==> config.mk <==
export PLATFORM = sky130hd
export DESIGN_NAME = link_reconnect_supervisor
export DESIGN_NICKNAME = d
export VERILOG_FILES = /design/src/lrs_pkg.sv /design/src/lrs_cfg.sv /design/src/lrs_core.sv /design/src/link_reconnect_supervisor.sv
export SDC_FILE = /design/constraint.sdc
export NUM_CORES = 1
export LEC_CHECK = 0
export ABC_AREA = 1
export BUFFER_PORTS_ARGS = -buffer_cell sky130_fd_sc_hd__buf_2
export CAP_MARGIN = 20
export CORE_ASPECT_RATIO = 0.9
export CORE_MARGIN = 4
export CORE_UTILIZATION = 45
export CTS_BUF_LIST = sky130_fd_sc_hd__clkbuf_8 sky130_fd_sc_hd__clkbuf_16
export DETAILED_ROUTE_END_ITERATION = 8
export SYNTH_ARGS = -nofsm -noshare
export SYNTH_HDL_FRONTEND = slang
export SYNTH_SLANG_ARGS = --single-unit
==> constraint.sdc <==
create_clock -name clk -period 7.7 [get_ports clk]
set_clock_uncertainty 0.1 [all_clocks]
set_input_delay 0.385 -clock clk [delete_from_list [all_inputs] [get_ports clk]]
set_output_delay 0.385 -clock clk [all_outputs]
set_load 0.01 [all_outputs]
==> src/lrs_pkg.sv <==
// Shared types and constants for the link reconnect supervisor.
package lrs_pkg;

  // Configuration register indexes
  typedef enum logic [1:0] {
    REG_RETRY_INTERVAL   = 2'd0,
    REG_MAX_ATTEMPTS     = 2'd1,
    REG_AUTO_RESTART_EN  = 2'd2,
    REG_RESTART_TIMEOUT  = 2'd3
  } lrs_reg_t;

  localparam int unsigned CFG_ADDR_W = 2;
  localparam int unsigned CFG_DATA_W = 32;

  // Configuration reset values
  localparam logic [31:0] RETRY_INTERVAL_RST  = 32'd10000;
  localparam logic [7:0]  MAX_ATTEMPTS_RST    = 8'd10;
  localparam logic        AUTO_RESTART_RST    = 1'b0;
  localparam logic [31:0] RESTART_TIMEOUT_RST = 32'd300000;

  // Stream widths (byte padded)
  localparam int unsigned IN_DATA_W  = 40;
  localparam int unsigned OUT_DATA_W = 16;

  // Result bit positions in out_tdata
  localparam int unsigned OB_UP      = 0;
  localparam int unsigned OB_DOWN    = 1;
  localparam int unsigned OB_RETRY   = 2;
  localparam int unsigned OB_RESTART = 3;
  localparam int unsigned OB_USED_LO = 4;
  localparam int unsigned OB_USED_HI = 11;

  typedef struct packed {
    logic [31:0] retry_interval_ms;
    logic [7:0]  max_attempts;
    logic        auto_restart_enable;
    logic [31:0] restart_timeout_ms;
  } lrs_cfg_t;

  typedef struct packed {
    logic        link_up;
    logic [31:0] now_ms;
  } lrs_in_t;

  typedef struct packed {
    logic       up_event;
    logic       down_event;
    logic       retry_request;
    logic       restart_request;
    logic [7:0] attempts_used;
  } lrs_res_t;

endpackage

==> src/lrs_cfg.sv <==
// Configuration register file of the link reconnect supervisor.
module lrs_cfg (
  input  logic                              clk,
  input  logic                              rst_n,
  input  logic                              cfg_we,
  input  logic [lrs_pkg::CFG_ADDR_W-1:0]    cfg_addr,
  input  logic [lrs_pkg::CFG_DATA_W-1:0]    cfg_wdata,
  output lrs_pkg::lrs_cfg_t                 cfg
);

  lrs_pkg::lrs_cfg_t cfg_r;
  lrs_pkg::lrs_cfg_t cfg_nxt;

  // Decode write
  always_comb begin
    cfg_nxt = cfg_r;
    if (cfg_we) begin
      unique case (lrs_pkg::lrs_reg_t'(cfg_addr))
        lrs_pkg::REG_RETRY_INTERVAL:  cfg_nxt.retry_interval_ms   = cfg_wdata[31:0];
        lrs_pkg::REG_MAX_ATTEMPTS:    cfg_nxt.max_attempts        = cfg_wdata[7:0];
        lrs_pkg::REG_AUTO_RESTART_EN: cfg_nxt.auto_restart_enable = cfg_wdata[0];
        lrs_pkg::REG_RESTART_TIMEOUT: cfg_nxt.restart_timeout_ms  = cfg_wdata[31:0];
        default:                      cfg_nxt = cfg_r;
      endcase
    end
  end

  always_ff @(posedge clk) begin
    if (!rst_n) begin
      cfg_r.retry_interval_ms   <= lrs_pkg::RETRY_INTERVAL_RST;
      cfg_r.max_attempts        <= lrs_pkg::MAX_ATTEMPTS_RST;
      cfg_r.auto_restart_enable <= lrs_pkg::AUTO_RESTART_RST;
      cfg_r.restart_timeout_ms  <= lrs_pkg::RESTART_TIMEOUT_RST;
    end else begin
      cfg_r <= cfg_nxt;
    end
  end

  assign cfg = cfg_r;

endmodule

==> src/lrs_core.sv <==
// Link supervisor state and per-beat event logic.
module lrs_core (
  input  logic              clk,
  input  logic              rst_n,
  input  logic              step,
  input  lrs_pkg::lrs_cfg_t cfg,
  input  lrs_pkg::lrs_in_t  item,
  output lrs_pkg::lrs_res_t res
);

  logic        was_up_r,    was_up_nxt;
  logic [31:0] last_chk_r,  last_chk_nxt;
  logic [31:0] out_start_r, out_start_nxt;
  logic        out_act_r,   out_act_nxt;
  logic [7:0]  att_cnt_r,   att_cnt_nxt;

  logic [31:0] since_chk;
  logic [31:0] since_out;
  logic        drop;
  logic        due;
  logic        tmo_hit;

  assign since_chk = item.now_ms - last_chk_r;
  assign since_out = item.now_ms - out_start_r;
  assign drop      = !item.link_up && was_up_r;
  assign due       = since_chk >= cfg.retry_interval_ms;
  // On the drop beat the outage is zero long
  assign tmo_hit   = drop ? (cfg.restart_timeout_ms == 32'd0)
                          : (since_out >= cfg.restart_timeout_ms);

  // Next state and result
  always_comb begin
    was_up_nxt    = was_up_r;
    last_chk_nxt  = last_chk_r;
    out_start_nxt = out_start_r;
    out_act_nxt   = out_act_r;
    att_cnt_nxt   = att_cnt_r;
    res           = '0;

    if (item.link_up) begin
      if (!was_up_r) begin
        was_up_nxt    = 1'b1;
        att_cnt_nxt   = 8'd0;
        out_act_nxt   = 1'b0;
        out_start_nxt = 32'd0;
        res.up_event  = 1'b1;
      end
    end else begin
      if (drop) begin
        was_up_nxt     = 1'b0;
        out_start_nxt  = item.now_ms;
        out_act_nxt    = 1'b1;
        res.down_event = 1'b1;
      end
      if (due) begin
        last_chk_nxt = item.now_ms;
        if (att_cnt_r < cfg.max_attempts) begin
          att_cnt_nxt       = att_cnt_r + 8'd1;
          res.retry_request = 1'b1;
        end
      end
      res.restart_request = cfg.auto_restart_enable && out_act_nxt && tmo_hit;
    end

    res.attempts_used = att_cnt_nxt;

    // Restart returns all state to reset values
    if (res.restart_request) begin
      was_up_nxt    = 1'b0;
      last_chk_nxt  = 32'd0;
      out_start_nxt = 32'd0;
      out_act_nxt   = 1'b0;
      att_cnt_nxt   = 8'd0;
    end
  end

  always_ff @(posedge clk) begin
    if (!rst_n) begin
      was_up_r    <= 1'b0;
      last_chk_r  <= 32'd0;
      out_start_r <= 32'd0;
      out_act_r   <= 1'b0;
      att_cnt_r   <= 8'd0;
    end else if (step) begin
      was_up_r    <= was_up_nxt;
      last_chk_r  <= last_chk_nxt;
      out_start_r <= out_start_nxt;
      out_act_r   <= out_act_nxt;
      att_cnt_r   <= att_cnt_nxt;
    end
  end

endmodule

==> src/link_reconnect_supervisor.sv <==
// Top level of the link reconnect supervisor: input register, event logic, result register.
// Takes one link status sample per beat and returns one result beat for each, at a
// sustained rate of one beat per clock cycle while the output is not stalled. A sample
// is captured in the input register, evaluated against the supervisor state by a single
// stage of compare logic (which also updates the state), and the result is held in the
// output register. Backpressure on the output stalls the stage; the input register is
// refilled in the same cycle its sample moves on.
// Configuration writes take effect on the next cycle and should be made while idle.
module link_reconnect_supervisor (
  input  logic                              clk,
  input  logic                              rst_n,
  // Input beat: tdata = {pad, now_ms[31:0], link_up} from the lowest bit up: link_up, now_ms
  input  logic                              in_tvalid,
  output logic                              in_tready,
  input  logic [lrs_pkg::IN_DATA_W-1:0]     in_tdata,
  // Result beat: tdata from the lowest bit up: up_event, down_event, retry_request,
  // restart_request, attempts_used[7:0], zero pad
  output logic                              out_tvalid,
  input  logic                              out_tready,
  output logic [lrs_pkg::OUT_DATA_W-1:0]    out_tdata,
  // Configuration write port
  input  logic                              cfg_we,
  input  logic [lrs_pkg::CFG_ADDR_W-1:0]    cfg_addr,
  input  logic [lrs_pkg::CFG_DATA_W-1:0]    cfg_wdata
);

  lrs_pkg::lrs_cfg_t cfg;
  lrs_pkg::lrs_in_t  in_item_r;
  lrs_pkg::lrs_res_t res;
  lrs_pkg::lrs_res_t out_res_r;
  logic              in_v_r;
  logic              out_v_r;
  logic              adv;
  logic              step;

  assign adv       = !out_v_r || out_tready;
  assign step      = in_v_r && adv;
  assign in_tready = !in_v_r || adv;

  lrs_cfg u_cfg (
    .clk       (clk),
    .rst_n     (rst_n),
    .cfg_we    (cfg_we),
    .cfg_addr  (cfg_addr),
    .cfg_wdata (cfg_wdata),
    .cfg       (cfg)
  );

  lrs_core u_core (
    .clk   (clk),
    .rst_n (rst_n),
    .step  (step),
    .cfg   (cfg),
    .item  (in_item_r),
    .res   (res)
  );

  // Input register
  always_ff @(posedge clk) begin
    if (!rst_n) begin
      in_v_r <= 1'b0;
    end else if (in_tready) begin
      in_v_r <= in_tvalid;
    end
  end

  always_ff @(posedge clk) begin
    if (in_tready && in_tvalid) begin
      in_item_r.link_up <= in_tdata[0];
      in_item_r.now_ms  <= in_tdata[32:1];
    end
  end

  // Result register
  always_ff @(posedge clk) begin
    if (!rst_n) begin
      out_v_r <= 1'b0;
    end else if (adv) begin
      out_v_r <= in_v_r;
    end
  end

  always_ff @(posedge clk) begin
    if (step) begin
      out_res_r <= res;
    end
  end

  assign out_tvalid = out_v_r;
  assign out_tdata  = {4'd0, out_res_r.attempts_used, out_res_r.restart_request,
                       out_res_r.retry_request, out_res_r.down_event, out_res_r.up_event};

endmodule

Yosys cells after proc, flatten, opt, wreduce, memory -nomap -nowiden
Index checks and enable logic that the tools add are counted. W data, S select, Z words.

Register bits after elaboration: 194. Output and inout bits: 18. Logic and storage cells: 78.

Add/subtract/negate cells: 3. Equality and inequality tests: 5. Bitwise logic cells: 1. $lt $le $gt $ge: 3. Reduce and logical (&&, ||, !) cells: 23. Muxes and demuxes: 25.

Operator list (count): $mux W32 (7); $ge A32 B32 Y1 (2); $sub A32 B32 Y32 (2); $mux W8 (5); $logic_not A32 Y1 (1); $mux W1 (13); $reduce_and A2 Y1 (6); $add A8 B1 Y8 const B (1); $lt A8 B8 Y1 (1); $reduce_and A3 Y1 (2); $logic_and A1 B1 Y1 (5); $eq A2 B2 Y1 const B (2); $logic_not A1 Y1 (3); $ne A3 B3 Y1 const B (1); $reduce_bool A3 Y1 (1); $eq A2 B1 Y1 const B (1); $logic_not A2 Y1 (1); $logic_or A1 B1 Y1 (2); $ne A2 B1 Y1 const B (1); $reduce_bool A2 Y1 (1); $reduce_or A2 Y1 (1); $not A1 Y1 (1).

Logic depth before layout (Yosys ltp)
Depth after elaboration: 9. Gate-level depth with buffers: 32. Mapped depth without buffers: 31.

Hierarchy
From an unflattened synthesis, not the netlist that was laid out.

Cells, all modules: 1947. Area, all modules: 13477.9 um2.

Modules (own cells, without submodules): lrs_core (cells each 1438, sequential area each 1481.4 um2, instances 1, area an instance 9011.1 um2); lrs_cfg (cells each 446, sequential area each 1461.4 um2, instances 1, area an instance 2986.6 um2); link_reconnect_supervisor (cells each 63, sequential area each 1391.3 um2, instances 1, area an instance 1480.2 um2).

Worst setup path after synthesis
Ideal clock, no wire load.

Kind: flip-flop to flip-flop. Start: reg in_item_r[0] in the netlist's numbering. End: reg u_core.last_chk_r[10]. Setup time: 0.143 ns. Cell stages (with the launch flop): 25. Clock period less this slack: 3.762 ns. Data arrival time: 3.519 ns. Buffers on the path: 2. Path slack: 3.938 ns. Cell sequence: edfxtp_1 inv_1 ha_1 inv_1 fa_1 nand3_1 nand2_1 a21oi_1 o21bai_2 a21oi_1 o21ai_1 nand2_1 nand2_1 xor2_1 ha_1 nand2_1 o21ai_0 nand2_1 a21oi_1 nor2_2 nand2_4 buf_6 buf_2 nand4_1 a21oi_2.

Cells in the longest elaborated chain, start to end: 7. Elaborated cells between the ends (all ways): 11.

Ends and longest elaborated chain: start, declared (line link_reconnect_supervisor.sv:28) `lrs_pkg::lrs_in_t in_item_r;`; $sub A32 B32 Y32 (line lrs_core.sv:24) `assign since_out = item.now_ms - out_start_r;`; $ge A32 B32 Y1 (line lrs_core.sv:29) `: (since_out >= cfg.restart_timeout_ms);`; $mux W1 (line lrs_core.sv:28) `assign tmo_hit = drop ? (cfg.restart_timeout_ms == 32'd0)`; $logic_and A1 B1 Y1 (line lrs_core.sv:62) `res.restart_request = cfg.auto_restart_enable && out_act_nxt && tmo_hit;`; $mux W1 (line lrs_core.sv:40) `if (item.link_up) begin`; $ne A2 B1 Y1 (no line) or $reduce_bool A2 Y1 (tied branches); $reduce_and A3 Y1 (no line); end signal, assigned (line lrs_core.sv:86) `last_chk_r <= last_chk_nxt;`; end, declared (line lrs_core.sv:12) `logic [31:0] last_chk_r, last_chk_nxt;`.

Parallel ways exist; a longest one is shown, timed or not. A chain may end at the register's enable or synchronous reset.

Final worst setup path
Start: reg in_item_r[0] in the netlist's numbering. End: reg u_core.last_chk_r[17].

Same word-level chain as after synthesis.

==> impl_metrics.py <==
metrics = {
    "synth": {
        "synth_xor_area_frac": 0.0419,
        "muxShareOfSynthArea": 0,
        "synth_compound_area_frac": 0.169,
        "synth_top_family_by_area": "simple AND/OR/NAND/NOR gates",
        "syn-instance-count": 1739,
        "yosysTopAreaCell": "dfxtp_1",
        "yosysSeqAreaShare": 0.334,
        "synthSimpleGateAreaFrac": 0.222,
        "ys_types": 49,
        "ys_ff_latch": 194,
        "synth_edf_count": 45,
        "synthFlopType": "dfxtp_1",
        "async_flop_share": 0,
        "synth_area_per_cell_um2": 7.45,
        "syn_area_um2": 13000,
        "synth_top_cell_area_share": 0.230,
        "synthAdderAreaFrac": 0.132,
        "ys_top_cells_by_area": "dfxtp_1, ha_1, edfxtp_1",
        "yosys_warnings": 0,
    },
    "global_routing": {
        "antenna_found_initial": 0,
        "grt_usage": 0.242,
        "grt_pass1_vias": 11169,
        "grt_overflow": 0,
        "grt_max_degree": 83,
        "grt_pass1_wl_um": 60500,
    },
    "critical_path": {
        "worstPathArrival_ns": 5.48,
        "slowest_delay_ns": 0.57,
        "critical_path_class": "flop to flop",
        "cp_common_cell": "nand2_1",
        "endpoint_kind": "flop",
        "cp_slowest_cell": "buf_4",
        "critPathRequiredTime_ns": 7.97,
        "cp-start-kind": "flop",
        "cp_max_fo": 55,
    },
    "clock_tree": {
        "path_clk_slew_ns": 0.08,
        "cts_buffers": 17,
        "cts_tree": "yes",
        "post_cts_resized": 0,
        "htreeDepth": 4,
        "cts_sinks": 194,
        "postCtsSetupBuffers": 0,
        "root_buffer": "clkbuf_16",
        "cts_max_path_buffers": 2,
        "clkLatencyLatePin_ns": 0.46,
    },
    "placement": {
        "dp.cells": 2132,
        "post_dp_cell_area_um2": 13600,
        "gp_congestion": 0.887,
        "port_buffers": 85,
        "hpwl_um": 28200,
        "dp_slack_ns": 2.55,
    },
    "finish": {
        "fin_nets": 2027,
        "drive_gt1_frac": 0.115,
        "num-fill-cells": 2813,
        "area.sequential_um2": 4330,
        "area_growth_pct": 10.8,
        "utilization": 0.510,
        "final-instance-count-excl-fill": 2185,
        "insertedDiodeCount": 0,
        "multi_input_area_um2": 7360,
        "fin_area_um2": 14400,
    },
    "sta": {
        "period_minus_slack_ns": 5.21,
        "relSlewSlack": 0.362,
        "tightest_slew_ns": 0.951,
        "drv_slew": 0,
        "final-setup-viol-count": 0,
        "hold_violations": 0,
        "setup_slack_ns": 2.49,
        "rsz0062_at_grt": "no",
        "fin_crit_sh": 0.677,
        "whs_ns": 0.0118,
        "tns_ns": 0,
        "max_freq_ghz": 0.192,
    },
    "route": {
        "via_count": 11580,
        "routedWlPerCell_um": 17.3,
        "drt-total-wl_um": 37900,
        "initialDrtViolationCount": 694,
        "vias_per_cell": 5.30,
        "dr.pass1.iters": 5,
        "antenna_left": 0,
        "drc": 0,
    },
    "die": {
        "rows": 58,
        "design.portCount": 97,
        "die_h_um": 169,
        "core_um2": 28200,
        "initial_utilization": 0.460,
        "die_w_um": 187,
        "dieArea_um2": 31600,
    },
    "power": {
        "power.leakage_nw": 6.18,
        "power_mw": 2.84,
        "power.density_nw_per_um2": 198,
        "vdd_drop_max_mv": 0.166,
    },
    "worst_hold_path": {
        "min_path_type": "input port to flop",
    },
    "status": {
        "status": "complete, no violations",
    },
    "job": {
        "maxCapViolCount": 0,
    },
}
==> report_power, final <==
| part | leakage [nW] | internal, mW | switching, mW | total, mW |
|---|---|---|---|---|
| Sequential | 1.66 | 1.10 | 0.0366 | 1.13 |
| Combinational | 4.23 | 0.281 | 0.519 | 0.801 |
| Clock | 0.286 | 0.436 | 0.469 | 0.904 |
| Total | 6.18 | 1.81 | 1.02 | 2.84 |
==> final timing paths <==
path	from	to	slack (ns)	cells past startpoint
worst min-delay path	in_tdata[9]	in_item_r[8]$_DFFE_PP_	0.01	1
worst max-delay path	in_item_r[0]$_DFFE_PP_	u_core.last_chk_r[17]$_SDFFE_PN0P_	2.49	31
worst min register to register	u_cfg.cfg[59]$_SDFFE_PN0P_	u_cfg.cfg[59]$_SDFFE_PN0P_	0.36	2
worst max register to register	in_item_r[0]$_DFFE_PP_	u_core.last_chk_r[17]$_SDFFE_PN0P_	2.49	31
==> flip-flops by register name, indices dropped and copies added, names as in the netlist <==
signal and cells:
in_item_r 33, u_core.was_up_r 1, in_v_r 1, u_core.last_chk_r 32, u_core.out_act_r 1, u_core.att_cnt_r 8, u_core.out_start_r 32, u_cfg.cfg 73
out_tvalid 1, out_tdata 12
==> logic make-up after synthesis <==
logic type               count (synthesis)
AND/OR/NAND/NOR                        651
buffers and inverters                  308
flip-flops                             194
other                                    1
adder cells (fa/ha/maj)                136
XOR/XNOR                                62
AO/OA/AOI/OAI                          387
==> placed cells by master (no fill, tap or decap), types with 4 or more instances in the layout <==
master	synthesis	final
a21oi_1	193	193
a21oi_2	31	31
a31oi_1	13	13
buf_2	17	85
buf_4	7	12
clkbuf_16	0	17
conb_1	1	4
dfxtp_1	149	149
dlygate4sd3_1	0	21
edfxtp_1	45	45
ha_1	134	134
inv_1	236	236
inv_8	0	5
nand2_1	308	308
nand2_2	33	33
nand3_1	87	87
nand4_1	53	53
nor2_1	134	132
nor3_1	15	14
nor4_1	11	11
o211ai_1	11	11
o21a_1	9	9
o21ai_0	103	103
o21ai_1	4	4
o21bai_1	5	5
xnor2_1	14	14
xor2_1	48	48
==> cell type report <==
class                           instances  share of cell area
Multi-Input combinational cell       1240               0.512
Sequential cell                       194               0.302
Clock buffer                           17              0.0296
Inverter                              241              0.0632
Clock inverter                         15              0.0111
Tap cell                              360              0.0314
Timing Repair Buffer                  118              0.0505
==> critical path, delay by kind of cell, from the launching register on <==
family	cells	cell delay (ns)
compound gates	1	0.14
xor+xnor	1	0.26
fa+ha+maj	3	0.83
buf+inv	4	0.84
flops	1	0.46
simple gates	22	2.46
==> cell usage after synthesis (5+ instances only) <==
master    count
nand3_1      87
o21a_1        9
buf_6         5
nand2_1     308
buf_4         7
dfxtp_1     149
nor2_1      134
a21oi_1     193
o211ai_1     11
edfxtp_1     45
a21oi_2      31
nor3_1       15
xnor2_1      14
xor2_1       48
clkbuf_1     31
buf_2        17
ha_1        134
nand4_1      53
inv_1       236
nand2_2      33
o21ai_0     103
a31oi_1      13
o21bai_1      5
nor4_1       11
==> per-layer routing <==
layer / vias up / part of all wire / track usage
met4: 0 / 0.026 / 0.0726
met3: 47 / 0.051 / 0.0377
met2: 280 / 0.43 / 0.386
li1: 5950 / - / -
met5: - / 0 / 0
met1: 5303 / 0.49 / 0.342
==> timing repair <==
action	4_1_cts	5_1_grt
hold buffers	21	0
endpoints found under the setup margin	0	0
endpoints found under the hold margin	21	0
No activity file was read; power rests on OpenSTA's default activity.
